File: src/sv/asoc_pkg.sv
// ----------------------------------------------------------------------------
// asoc_pkg
// Shared constants and types for the array size overflow checker.
// ----------------------------------------------------------------------------
package asoc_pkg;

	// Largest number of dimensions an array may have
	localparam int MAX_DIMS = 32;

	// Dimension counter saturates at MAX_DIMS + 1
	localparam int DCNT_W = $clog2(MAX_DIMS + 2);

	localparam int VAL_W  = 63;   // count and byte total width
	localparam int BND_W  = 64;   // dimension bound width
	localparam int ESZ_W  = 32;   // element size width
	localparam int HALF_W = 32;   // multiplier operand width
	localparam int ACC_W  = 126;  // full width of a 63 x 63 product

	localparam logic [BND_W-1:0] I64_MAX = 64'h7FFF_FFFF_FFFF_FFFF;

	// Fixed header: 8 bytes plus 16 bytes per dimension
	localparam logic [VAL_W-1:0] HDR_BASE = 63'd8;
	localparam int HDR_DIM_SHIFT = 4;

	localparam logic [DCNT_W-1:0] DIM_LIMIT = DCNT_W'(MAX_DIMS);

	// One result word
	typedef struct packed {
		logic             ok;
		logic [VAL_W-1:0] element_count;
		logic [VAL_W-1:0] total_bytes;
	} res_t;

endpackage

File: src/sv/asoc_dim_if.sv
// ----------------------------------------------------------------------------
// asoc_dim_if
// Dimension channel: one word per array dimension.
// ----------------------------------------------------------------------------
interface asoc_dim_if;
	logic        valid;
	logic        ready;
	logic [63:0] dim_low;
	logic [63:0] dim_high;
	logic        last_dim;

	modport source (output valid, output dim_low, output dim_high, output last_dim,
		input ready);
	modport sink (input valid, input dim_low, input dim_high, input last_dim,
		output ready);
endinterface

File: src/sv/asoc_res_if.sv
// ----------------------------------------------------------------------------
// asoc_res_if
// Result channel: one word per completed array.
// ----------------------------------------------------------------------------
interface asoc_res_if;
	logic        valid;
	logic        ready;
	logic        ok;
	logic [62:0] element_count;
	logic [62:0] total_bytes;

	modport source (output valid, output ok, output element_count,
		output total_bytes, input ready);
	modport sink (input valid, input ok, input element_count,
		input total_bytes, output ready);
endinterface

File: src/sv/asoc_cfg_if.sv
// ----------------------------------------------------------------------------
// asoc_cfg_if
// Configuration write channel carrying the element size.
// ----------------------------------------------------------------------------
interface asoc_cfg_if;
	logic        valid;
	logic        ready;
	logic [31:0] data;

	modport source (output valid, output data, input ready);
	modport sink (input valid, input data, output ready);
endinterface

File: src/sv/asoc_mul.sv
// ----------------------------------------------------------------------------
// asoc_mul
// Shared 32 x 32 unsigned multiplier with a registered product.
// ----------------------------------------------------------------------------
module asoc_mul (
	input  logic                           clk,
	input  logic                           en,
	input  logic [asoc_pkg::HALF_W-1:0]    a,
	input  logic [asoc_pkg::HALF_W-1:0]    b,
	output logic [2*asoc_pkg::HALF_W-1:0]  prod_s1
);

	// Register one partial product per issue
	always_ff @(posedge clk) begin
		if (en) begin
			prod_s1 <= (2*asoc_pkg::HALF_W)'(a) * (2*asoc_pkg::HALF_W)'(b);
		end
	end

endmodule

File: src/sv/asoc_ctrl.sv
// ----------------------------------------------------------------------------
// asoc_ctrl
// Sequencer: span check, running count product and total byte check, all
// multiplies going through one shared 32 x 32 unit as partial products.
// ----------------------------------------------------------------------------
module asoc_ctrl (
	input  logic                        clk,
	input  logic                        arst_n,
	asoc_dim_if.sink                    dim,
	input  logic [asoc_pkg::ESZ_W-1:0]  el_bytes,
	output logic                        res_valid,
	input  logic                        res_free,
	output asoc_pkg::res_t              res_word
);

	typedef enum logic [2:0] {
		S_IDLE, S_SPAN, S_MUL, S_CHK, S_TOT, S_EMIT
	} state_t;

	state_t state_q;

	logic [asoc_pkg::BND_W-1:0]  lo_q, hi_q;
	logic                        last_q;
	logic [asoc_pkg::VAL_W-1:0]  count_q;
	logic                        zero_q, fail_q;
	logic [asoc_pkg::DCNT_W-1:0] dcnt_q;
	logic [asoc_pkg::ACC_W-1:0]  acc_q;
	logic [asoc_pkg::VAL_W-1:0]  opb_q;
	logic                        tot_q;
	logic [2:0]                  step_q;
	logic [1:0]                  sum_s1;
	asoc_pkg::res_t              res_q;

	logic [asoc_pkg::DCNT_W-1:0] dcnt_nxt;
	logic                        fail_nxt;
	logic                        lo_gt_hi;
	logic [asoc_pkg::BND_W-1:0]  diff;
	logic                        span_big;
	logic [asoc_pkg::VAL_W-1:0]  header;
	logic [2:0]                  npp;
	logic                        ia, ib;
	logic                        issue;
	logic [asoc_pkg::HALF_W-1:0] mul_a, mul_b;
	logic [2*asoc_pkg::HALF_W-1:0] prod_s1;
	logic [asoc_pkg::ACC_W-1:0]  pp_ext;
	logic                        acc_ovf;

	// Dimension bookkeeping and span of the held word
	always_comb begin
		dcnt_nxt = (dcnt_q <= asoc_pkg::DIM_LIMIT) ? dcnt_q + 1'b1 : dcnt_q;
		fail_nxt = fail_q | (dcnt_nxt > asoc_pkg::DIM_LIMIT);
		lo_gt_hi = $signed(lo_q) > $signed(hi_q);
		diff     = hi_q - lo_q;
		span_big = diff >= asoc_pkg::I64_MAX;
		header   = asoc_pkg::HDR_BASE
			+ (asoc_pkg::VAL_W'(dcnt_q) << asoc_pkg::HDR_DIM_SHIFT);
	end

	// Partial product selection: four for count * span, two for count * size
	always_comb begin
		npp   = tot_q ? 3'd2 : 3'd4;
		ia    = tot_q ? step_q[0] : step_q[1];
		ib    = tot_q ? 1'b0 : step_q[0];
		issue = (state_q == S_MUL) && (step_q < npp);
		mul_a = ia ? {1'b0, count_q[asoc_pkg::VAL_W-1:asoc_pkg::HALF_W]}
			: count_q[asoc_pkg::HALF_W-1:0];
		mul_b = ib ? {1'b0, opb_q[asoc_pkg::VAL_W-1:asoc_pkg::HALF_W]}
			: opb_q[asoc_pkg::HALF_W-1:0];
	end

	asoc_mul u_mul (
		.clk     (clk),
		.en      (issue),
		.a       (mul_a),
		.b       (mul_b),
		.prod_s1 (prod_s1)
	);

	// Align the registered partial product to its weight
	always_comb begin
		case (sum_s1)
			2'd0:    pp_ext = asoc_pkg::ACC_W'(prod_s1);
			2'd1:    pp_ext = asoc_pkg::ACC_W'(prod_s1) << asoc_pkg::HALF_W;
			default: pp_ext = asoc_pkg::ACC_W'(prod_s1) << (2*asoc_pkg::HALF_W);
		endcase
		acc_ovf = |acc_q[asoc_pkg::ACC_W-1:asoc_pkg::VAL_W];
	end

	assign dim.ready = (state_q == S_IDLE);
	assign res_valid = (state_q == S_EMIT);
	assign res_word  = res_q;

	// Sequencer state and datapath registers
	always_ff @(posedge clk or negedge arst_n) begin
		if (!arst_n) begin
			state_q <= S_IDLE;
			lo_q    <= '0;
			hi_q    <= '0;
			last_q  <= 1'b0;
			count_q <= asoc_pkg::VAL_W'(1);
			zero_q  <= 1'b0;
			fail_q  <= 1'b0;
			dcnt_q  <= '0;
			acc_q   <= '0;
			opb_q   <= '0;
			tot_q   <= 1'b0;
			step_q  <= '0;
			sum_s1  <= '0;
			res_q   <= '0;
		end else begin
			unique case (state_q)
				S_IDLE: begin
					if (dim.valid) begin
						lo_q    <= dim.dim_low;
						hi_q    <= dim.dim_high;
						last_q  <= dim.last_dim;
						state_q <= S_SPAN;
					end
				end
				S_SPAN: begin
					dcnt_q <= dcnt_nxt;
					fail_q <= fail_nxt;
					if (fail_nxt || zero_q) begin
						state_q <= last_q ? S_TOT : S_IDLE;
					end else if (lo_gt_hi) begin
						zero_q  <= 1'b1;
						count_q <= '0;
						state_q <= last_q ? S_TOT : S_IDLE;
					end else if (span_big) begin
						fail_q  <= 1'b1;
						state_q <= last_q ? S_TOT : S_IDLE;
					end else begin
						opb_q   <= diff[asoc_pkg::VAL_W-1:0] + 1'b1;
						acc_q   <= '0;
						tot_q   <= 1'b0;
						step_q  <= '0;
						state_q <= S_MUL;
					end
				end
				S_MUL: begin
					// Issue one partial product, fold in the previous one
					sum_s1 <= {1'b0, ia} + {1'b0, ib};
					if (step_q != 3'd0) begin
						acc_q <= acc_q + pp_ext;
					end
					if (step_q == npp) begin
						state_q <= S_CHK;
					end
					step_q <= step_q + 1'b1;
				end
				S_CHK: begin
					if (tot_q) begin
						if (acc_ovf) begin
							res_q <= '0;
						end else begin
							res_q.ok            <= 1'b1;
							res_q.element_count <= count_q;
							res_q.total_bytes   <= acc_q[asoc_pkg::VAL_W-1:0];
						end
						state_q <= S_EMIT;
					end else begin
						if (acc_ovf) begin
							fail_q <= 1'b1;
						end else begin
							count_q <= acc_q[asoc_pkg::VAL_W-1:0];
						end
						state_q <= last_q ? S_TOT : S_IDLE;
					end
				end
				S_TOT: begin
					if (fail_q || (el_bytes == '0)) begin
						res_q   <= '0;
						state_q <= S_EMIT;
					end else begin
						acc_q   <= asoc_pkg::ACC_W'(header);
						opb_q   <= asoc_pkg::VAL_W'(el_bytes);
						tot_q   <= 1'b1;
						step_q  <= '0;
						state_q <= S_MUL;
					end
				end
				S_EMIT: begin
					// Hand off the result, then clear the array state
					if (res_free) begin
						count_q <= asoc_pkg::VAL_W'(1);
						zero_q  <= 1'b0;
						fail_q  <= 1'b0;
						dcnt_q  <= '0;
						state_q <= S_IDLE;
					end
				end
				default: state_q <= S_IDLE;
			endcase
		end
	end

endmodule

File: src/sv/array_size_overflow_checker_top.sv
// Input: a dimension word is taken only while the sequencer is idle, so a new word
// waits until the previous one's span check and any multiply (four partial products on
// the shared 32 x 32 unit) are done; after the last word the input stays closed until
// the result enters the output slot.
// Reset: arst_n clears the array state and the output slot; element size is 1.
// ----------------------------------------------------------------------------
// array_size_overflow_checker_top
// Top level: element size register, result output register and sequencer.
// ----------------------------------------------------------------------------
module array_size_overflow_checker_top (
	input  logic         clk,
	input  logic         arst_n,
	asoc_dim_if.sink     dim,
	asoc_res_if.source   res,
	asoc_cfg_if.sink     cfg
);

	logic [asoc_pkg::ESZ_W-1:0] el_bytes_q;
	logic                       out_valid_q;
	asoc_pkg::res_t             out_q;
	logic                       res_valid;
	logic                       res_free;
	asoc_pkg::res_t             res_word;

	asoc_ctrl u_ctrl (
		.clk       (clk),
		.arst_n    (arst_n),
		.dim       (dim),
		.el_bytes  (el_bytes_q),
		.res_valid (res_valid),
		.res_free  (res_free),
		.res_word  (res_word)
	);

	// Hold the element size
	assign cfg.ready = 1'b1;

	always_ff @(posedge clk or negedge arst_n) begin
		if (!arst_n) begin
			el_bytes_q <= asoc_pkg::ESZ_W'(1);
		end else if (cfg.valid) begin
			el_bytes_q <= cfg.data;
		end
	end

	// Output slot: take a new word when empty or being drained
	assign res_free = !out_valid_q || res.ready;

	always_ff @(posedge clk or negedge arst_n) begin
		if (!arst_n) begin
			out_valid_q <= 1'b0;
		end else if (res_free) begin
			out_valid_q <= res_valid;
		end
	end

	always_ff @(posedge clk) begin
		if (res_free && res_valid) begin
			out_q <= res_word;
		end
	end

	assign res.valid         = out_valid_q;
	assign res.ok            = out_q.ok;
	assign res.element_count = out_q.element_count;
	assign res.total_bytes   = out_q.total_bytes;

endmodule
File: src/flat_wrapper.sv
// flat-port wrapper written by rule: the top's interface ports become plain ports
module array_size_overflow_checker_top_flat 
  (clk, arst_n, dim_valid, dim_dim_low, dim_dim_high, dim_last_dim, dim_ready, res_valid, res_ok, res_element_count, res_total_bytes, res_ready, cfg_valid, cfg_data, cfg_ready);
  asoc_dim_if dim_i ();
  asoc_res_if res_i ();
  asoc_cfg_if cfg_i ();
  input  logic clk;
  input  logic arst_n;
  input wire logic [$bits(dim_i.valid)-1:0] dim_valid;
  input wire logic [$bits(dim_i.dim_low)-1:0] dim_dim_low;
  input wire logic [$bits(dim_i.dim_high)-1:0] dim_dim_high;
  input wire logic [$bits(dim_i.last_dim)-1:0] dim_last_dim;
  output wire logic [$bits(dim_i.ready)-1:0] dim_ready;
  output wire logic [$bits(res_i.valid)-1:0] res_valid;
  output wire logic [$bits(res_i.ok)-1:0] res_ok;
  output wire logic [$bits(res_i.element_count)-1:0] res_element_count;
  output wire logic [$bits(res_i.total_bytes)-1:0] res_total_bytes;
  input wire logic [$bits(res_i.ready)-1:0] res_ready;
  input wire logic [$bits(cfg_i.valid)-1:0] cfg_valid;
  input wire logic [$bits(cfg_i.data)-1:0] cfg_data;
  output wire logic [$bits(cfg_i.ready)-1:0] cfg_ready;
  assign dim_i.valid = dim_valid;
  assign dim_i.dim_low = dim_dim_low;
  assign dim_i.dim_high = dim_dim_high;
  assign dim_i.last_dim = dim_last_dim;
  assign dim_ready = dim_i.ready;
  assign res_valid = res_i.valid;
  assign res_ok = res_i.ok;
  assign res_element_count = res_i.element_count;
  assign res_total_bytes = res_i.total_bytes;
  assign res_i.ready = res_ready;
  assign cfg_i.valid = cfg_valid;
  assign cfg_i.data = cfg_data;
  assign cfg_ready = cfg_i.ready;
  array_size_overflow_checker_top u_core (.clk(clk), .arst_n(arst_n), .dim(dim_i), .res(res_i), .cfg(cfg_i));
endmodule
File: config.mk
export PLATFORM = sky130hd
export DESIGN_NAME = array_size_overflow_checker_top_flat
export DESIGN_NICKNAME = d
export VERILOG_FILES = /design/src/sv/asoc_pkg.sv /design/src/sv/asoc_dim_if.sv /design/src/sv/asoc_res_if.sv /design/src/sv/asoc_cfg_if.sv /design/src/sv/asoc_mul.sv /design/src/sv/asoc_ctrl.sv /design/src/sv/array_size_overflow_checker_top.sv /design/src/flat_wrapper.sv
export SDC_FILE = /design/constraint.sdc
export NUM_CORES = 2
export LEC_CHECK = 0
export BUFFER_PORTS_ARGS = -buffer_cell sky130_fd_sc_hd__clkbuf_2
export CORE_UTILIZATION = 65
export DETAILED_ROUTE_END_ITERATION = 10
export GPL_TIMING_DRIVEN = 0
export PLACE_DENSITY = 0.83
export SLEW_MARGIN = 30
export SYNTH_ARGS = -nofsm -noshare
export SYNTH_HDL_FRONTEND = slang
export SYNTH_SLANG_ARGS = --single-unit
export TNS_END_PERCENT = 1
File: constraint.sdc
create_clock -name clk -period 13.6 [get_ports clk]
set_input_delay 2.04 -clock clk [delete_from_list [all_inputs] [get_ports clk]]
set_output_delay 2.04 -clock clk [all_outputs]
set_load 0.01 [all_outputs]
==> Word-level counts from Yosys, hierarchy flattened <==
Cells that the tools add are included.
{ "totals": {"rom_bits": 0, "latch_bits": 0, "inputBits": 166, "output_inout_bits": 130, "mem_bits_rw": 0, "wordCells": 143, "mem_count": 0, "regBits": 749} }
{ "op_classes": {"bitwise_logic": 1, "n_addsub": 7, "magnitude_cmp": 5, "div_mod_pow": 0, "n_mul": 1, "mux": 60, "n_reduce_logical": 26, "shifts": 0, "n_eq_ne": 21} }
{ "op_table": {"columns": ["op", "n"], "rows": [
  ["2-to-1 mux 126 bit", 5],
  ["2-to-1 mux 63 bit", 9],
  ["2-to-1 mux 127 bit", 3],
  ["case mux 126 bit (3 select lines)", 1],
  ["case mux 127 bit (2 select lines)", 1],
  ["case mux 126 bit (2 select lines)", 1],
  ["case mux 63 bit (3 select lines)", 1],
  ["adder 126 bit", 1],
  ["case mux 63 bit (2 select lines)", 1],
  ["greater-or-equal comparator 64 x 63 -> 1 bit, second input constant", 1],
  ["> comparator 64 bit", 1],
  ["multiplier 32 x 32 -> 64 bit", 1],
  ["2-to-1 mux 32 bit", 2],
  ["subtractor 64 bit", 1],
  ["adder 63 x 1 -> 63 bit, second input constant", 1],
  ["OR reduction 63 bit", 1],
  ["2-to-1 mux 3 bit", 14],
  ["zero test 32 bit", 1],
  ["!= test 2 bit, second input constant", 12],
  ["case mux 3 bit (6 select lines)", 1],
  ["2-to-1 mux 1 bit", 14],
  ["2-to-1 mux 6 bit", 2],
  ["case mux 6 bit (2 select lines)", 1],
  ["AND reduction 6 bit", 2],
  ["other kinds (28)", 43]
]} }

==> Depth between registers and ports, before layout <==
{ "logic_depth": {"ltp_word": 8, "depth_mapped": 38, "ltp_nobuf": 35} }

==> By module <==
A second synthesis with hierarchy kept.
{ "hier_totals": {"cells_unflattened": 8068, "hier_area_um2": 77548.1} }
{ "by_module_without_submodules": {"columns": ["module", "instances", "seq_area_each_um2", "cells_per_inst", "area_each_um2"], "rows": [
  ["asoc_ctrl", 1, 13138.9, 4142, 37210.7],
  ["asoc_mul", 1, 1921.8, 3725, 35122.4],
  ["array_size_overflow_checker_top", 1, 4640.7, 201, 5215.0]
]} }

==> Least setup slack after synthesis <==
No wires, ideal clock.
{ "synth_timing": {"path_kind": "reg-to-reg", "startpoint": "register u_core.u_ctrl.tot_q", "endpoint": "register u_core.u_ctrl.u_mul.prod_s1[63] (netlist name) (data pin)", "period_less_slack_ps": 9463, "arrival_ps": 9203, "required_time_ps": 13340, "setup_ps": 260, "setup_slack_ps": 4137, "stages_incl_launch_ff": 34, "n_path_buf": 3, "path_cell_list": "dfrtp_1 -> mux2i_1 -> buf_1 -> buf_1 -> mux2i_1 -> clkbuf_1 -> nor2_1 -> fa_1 -> fa_1 -> inv_1 -> fa_1 -> inv_1 -> fa_1 -> inv_1 -> fa_1 -> inv_1 -> fa_1 -> fa_1 -> inv_1 -> fa_1 -> inv_1 -> ha_1 -> nand4_1 -> or3_1 -> and4b_1 -> o21ai_0 -> a31o_2 -> o31ai_1 -> a211o_1 -> nand3_1 -> o31ai_1 -> a21o_1 -> a21oi_1 -> xnor2_1"} }
{ "synth_via": {"elab_chain_len": 3, "elab_cells_between_ends": 5, "cone_classes": "mul (1); mux (4)"} }
{ "synth_lines": {"columns": ["item", "line_no", "source"], "rows": [
  ["from (decl)", "asoc_ctrl.sv:29", "logic tot_q;"],
  ["from (signal assigned)", "asoc_ctrl.sv:106", "tot_q <= 1'b0;"],
  ["from (signal assigned)", "asoc_ctrl.sv:135", "tot_q <= 1'b0;"],
  ["from (signal assigned)", "asoc_ctrl.sv:177", "tot_q <= 1'b1;"],
  ["2-to-1 mux 1 bit (on tied branches)", "asoc_ctrl.sv:62, asoc_ctrl.sv:63", null],
  ["2-to-1 mux 32 bit (on tied branches)", "asoc_ctrl.sv:65, asoc_ctrl.sv:67", null],
  ["multiplier 32 x 32 -> 64 bit (*)", "asoc_mul.sv:16", "prod_s1 <= (2*asoc_pkg::HALF_W)'(a) * (2*asoc_pkg::HALF_W)'(b);"],
  ["to (signal assigned)", "asoc_mul.sv:16", null],
  ["to (decl)", "asoc_mul.sv:10", "output logic [2*asoc_pkg::HALF_W-1:0] prod_s1"]
]} }
Mark *: on every way between the ends. The rest lies on a longest branch, timed or not.
A chain may end at the register's enable or synchronous reset.

==> Worst setup path after layout <==
{ "layout_timing": {"startpoint": "register u_core.u_ctrl.tot_q", "endpoint": "register u_core.u_ctrl.u_mul.prod_s1[60] (netlist name) (data pin)"} }
Same word-level chain as after synthesis.

==> flow_summary.json <==
{
  "status": "finished, violations left",
  "violations": "design-rule violations, negative setup slack",
  "period_minus_slack_ns": 13.73,
  "finalSetupViolCount": 1,
  "ant_nets": 0,
  "min_from": "u_core.u_ctrl.res_word[101]",
  "crit_fanout": 10,
  "rr_endpoint": "u_core.u_ctrl.u_mul.prod_s1[60]",
  "arrival_ns": 14.08,
  "drv_slew": 0,
  "via_per_inst": 6.53,
  "synth_compound_area_share_pct": 13.7,
  "grt_max_degree": 88,
  "tritoncts": "yes",
  "syn-mean-instance-area_um2": 9.34,
  "finalInstanceArea_um2": 82500,
  "powerDensity_nw_per_um2": 182,
  "synth_top_area_share_pct": 23.8,
  "clk_latency_ns": 0.72,
  "max_clock_freq_ghz": 0.0728,
  "whs_endpoint": "u_core.res.element_count[38]",
  "grt_pass1_wl_um": 422000,
  "start_util_pct": 65.8,
  "die_w_um": 343,
  "final_common_cell": "inv_1",
  "final_cell_mix": "inv_1, nand2_1, fa_1, nor2_1, dfrtp_1",
  "ioPinCount": 296,
  "synth.area.top_cells": "fa_1, dfrtp_1, ha_1",
  "numCtsBuffers": 79,
  "cts_buffer_depth": 3,
  "antenna_found_initial": 23,
  "ys_warn_count": 0,
  "end_kind": "flip-flop",
  "synth-simple-area-share_pct": 13.6,
  "die_height_um": 343,
  "hold_buffers": 0,
  "port_buffers": 293,
  "cap_violations": 0,
  "min_path_type": "flip-flop to flip-flop",
  "htreeDepth": 3,
  "syn_inst": 8094,
  "hold_depth": 0,
  "synthArstFlopShare_pct": 74.5,
  "drive_above_1_share_pct": 8.74,
  "core_area_um2": 115000,
  "muxShareOfSynthArea_pct": 3.44,
  "clock-root-buffer": "clkbuf_16",
  "routed_wl_um": 288000,
  "reg2reg_from": "u_core.u_ctrl.tot_q",
  "ys_ff_latch": 749,
  "syn_to_final_growth_pct": 9.18,
  "drt_iter0_markers": 8015,
  "synthAdderAreaFrac_pct": 32.5,
  "synth_cell_type_count": 97,
  "avgRoutedWirePerCell_um": 28.6,
  "tightest_slew_ns": 1.26,
  "skew_ns": 0.0634,
  "grt_usage_pct": 49.7,
  "dieArea_um2": 118000,
  "dpl_cell_area_um2": 79700,
  "path_class": "flip-flop to flip-flop",
  "tns_ns": -0.130,
  "path_common_cell": "fa_1",
  "synth_top_family_by_area": "adder cells",
  "reg2reg_depth": 31,
  "drc": 1,
  "yosysSeqAreaShare_pct": 26.1,
  "crit_family": "adder cells",
  "power.leakage_nw": 39.6,
  "routabilityCongestion": 1.12,
  "finalHoldViolCount": 0,
  "synth_area_um2": 75600,
  "place_ws_ns": -0.534,
  "cts_sinks": 749,
  "grt_pass1_vias": 65500,
  "rsz0062_at_grt": "false",
  "nFillCells": 8655,
  "synth.largest_area_cell": "fa_1",
  "slew_headroom_pct": 15.9,
  "critPathLaunchType": "flip-flop",
  "synth_edf_count": 191,
  "slowest_stage": "mux2i_2",
  "post-route-period-util_pct": 101,
  "synth_ff_type": "dfrtp_1",
  "grt-ovfl-total": 0,
  "synthXorXnorAreaFrac_pct": 3.24,
  "hpwl_um": 229000,
  "vias": 65900,
  "ir_drop_mv": 0.212,
  "r2r_setup_slack_ns": -0.13,
  "post_cts_buffers": 0,
  "crit_required_ns": 13.95,
  "placement_rows": 124,
  "crit_buf_inv": 7,
  "setup_ws_ns": -0.130,
  "dr.pass1.iters": 10,
  "syn-num-nets": 9681,
  "critPathMaxStageDelay_ns": 0.98,
  "nets": 10100,
  "path_clk_slew_ns": 0.08
}
[logic make-up (layout without fill, tap and decap cells)]
family | after synthesis | in the layout
buffers and inverters | 1501 | 1966
adder cells (fa/ha/maj) | 1421 | 1421
AND/OR/NAND/NOR | 2348 | 2348
XOR/XNOR | 279 | 279
other | 1 | 12
flip-flops | 749 | 749
AO/OA/AOI/OAI | 1560 | 1560
multiplexers | 235 | 235
[stage by stage]
step / hold slack, ns / power (W) / instances / util, %
2_1_floorplan: 0.425 / 0.00907 / 8094 / -
3_3_place_gp: 0.433 / 0.0120 / 9899 / 68.7
3_5_place_dp: 0.435 / 0.0123 / 9923 / 69.4
4_1_cts: 0.449 / 0.0146 / 10100 / 71.7
5_1_grt: 0.451 / 0.0156 / 10100 / 71.8
6_report: 0.452 / 0.0150 / 10100 / 71.9
[report_power, final]
part           internal (W)  switching [W]
registers           0.00285       0.000597
logic               0.00288        0.00647
clock network       0.00124        0.00100
[synthesized netlist by cell type (all sizes together), types with 19 or more instances]
| cell type | number |
|---|---|
| inv | 1073 |
| nand2 | 959 |
| fa | 898 |
| nor2 | 795 |
| dfrtp | 556 |
| ha | 523 |
| o21ai | 416 |
| a21oi | 374 |
| clkbuf | 364 |
| a22o | 305 |
| edfxtp | 191 |
| xnor2 | 154 |
| a21o | 131 |
| mux2 | 129 |
| xor2 | 125 |
| mux2i | 106 |
| nand4 | 100 |
| nand3 | 94 |
| and2 | 93 |
| nor3 | 65 |
| buf | 64 |
| o21bai | 61 |
| nor4 | 45 |
| o21a | 43 |
| a31oi | 38 |
| nor2b | 38 |
| and3 | 34 |
| nand2b | 34 |
| a211oi | 24 |
| a21boi | 22 |
| o31ai | 22 |
| or3 | 19 |
[registers in the layout, summed over array words and instances, names as in the netlist]
signal,flops
u_core.el_bytes_q,32
u_core.res.valid,1
u_core.u_ctrl.tot_q,1
u_core.res.element_count,63
u_core.u_ctrl.state_q,3
u_core.u_ctrl.zero_q,1
u_core.u_ctrl.last_q,1
u_core.u_ctrl.sum_s1,2
u_core.res.ok,1
u_core.u_ctrl.fail_q,1
u_core.u_ctrl.lo_q,64
u_core.u_ctrl.opb_q,63
u_core.u_ctrl.hi_q,64
u_core.u_ctrl.step_q,3
u_core.u_ctrl.dcnt_q,6
u_core.res.total_bytes,63
u_core.u_ctrl.acc_q,126
u_core.u_ctrl.u_mul.prod_s1,64
u_core.u_ctrl.res_word,127
u_core.u_ctrl.count_q,63
[metal layers]
layer	GRT usage [%]	share of wire (%)	vias up
met4	37.3	9.5	18
met5	0.361	0.062	-
li1	-	-	27500
met1	60.7	35	32200
met3	18.0	14	1265
met2	72.1	42	4829
[worst reg2reg max path, delay by kind of cell (launching register included)]
| kind | cells | cell delay, ns |
|---|---|---|
| adder cells (fa/ha/maj) | 9 | 4.59 |
| XOR/XNOR | 1 | 0.83 |
| AO/OA/AOI/OAI | 6 | 1.85 |
| multiplexers | 2 | 1.59 |
| AND/OR/NAND/NOR | 6 | 1.89 |
| flip-flops | 1 | 0.48 |
| buffers and inverters | 7 | 2.15 |
[layout make-up]
type | count | area (um^2) | area share, %
buffer | 428 | 1730 | 2.10
inverter | 1073 | 4030 | 4.88
tap | 1512 | 1890 | 2.29
clock buffer | 108 | 2260 | 2.74
multi-input combinational | 5844 | 50600 | 61.3
sequential | 749 | 19700 | 23.9
timing repair buffer | 319 | 1930 | 2.34
antenna | 11 | 27.5 | 0.0334
clock inverter | 38 | 372 | 0.450
[what timing repair did]
| action | CTS | global route |
|---|---|---|
| resized for setup | 6 | 10 |
| pin swaps | 0 | 0 |
| endpoints found under the setup margin | 3 | 4 |
[how the worst max path moves through the flow]
stage	endpoint	cells past startpoint	slack (ns)	start
2_1_floorplan	u_core.u_ctrl.u_mul.prod_s1[63]	33	4.14	u_core.u_ctrl.tot_q
3_3_place_gp	u_core.u_ctrl.hi_q[57]	1	-1.95	arst_n
3_5_place_dp	u_core.u_ctrl.u_mul.prod_s1[60]	31	-0.53	u_core.u_ctrl.tot_q
4_1_cts	u_core.u_ctrl.u_mul.prod_s1[60]	31	0.14	u_core.u_ctrl.tot_q
5_1_grt	u_core.u_ctrl.u_mul.prod_s1[60]	31	0.05	u_core.u_ctrl.tot_q
6_report	u_core.u_ctrl.u_mul.prod_s1[60]	31	-0.13	u_core.u_ctrl.tot_q
(Power assumes the default switching activity.)
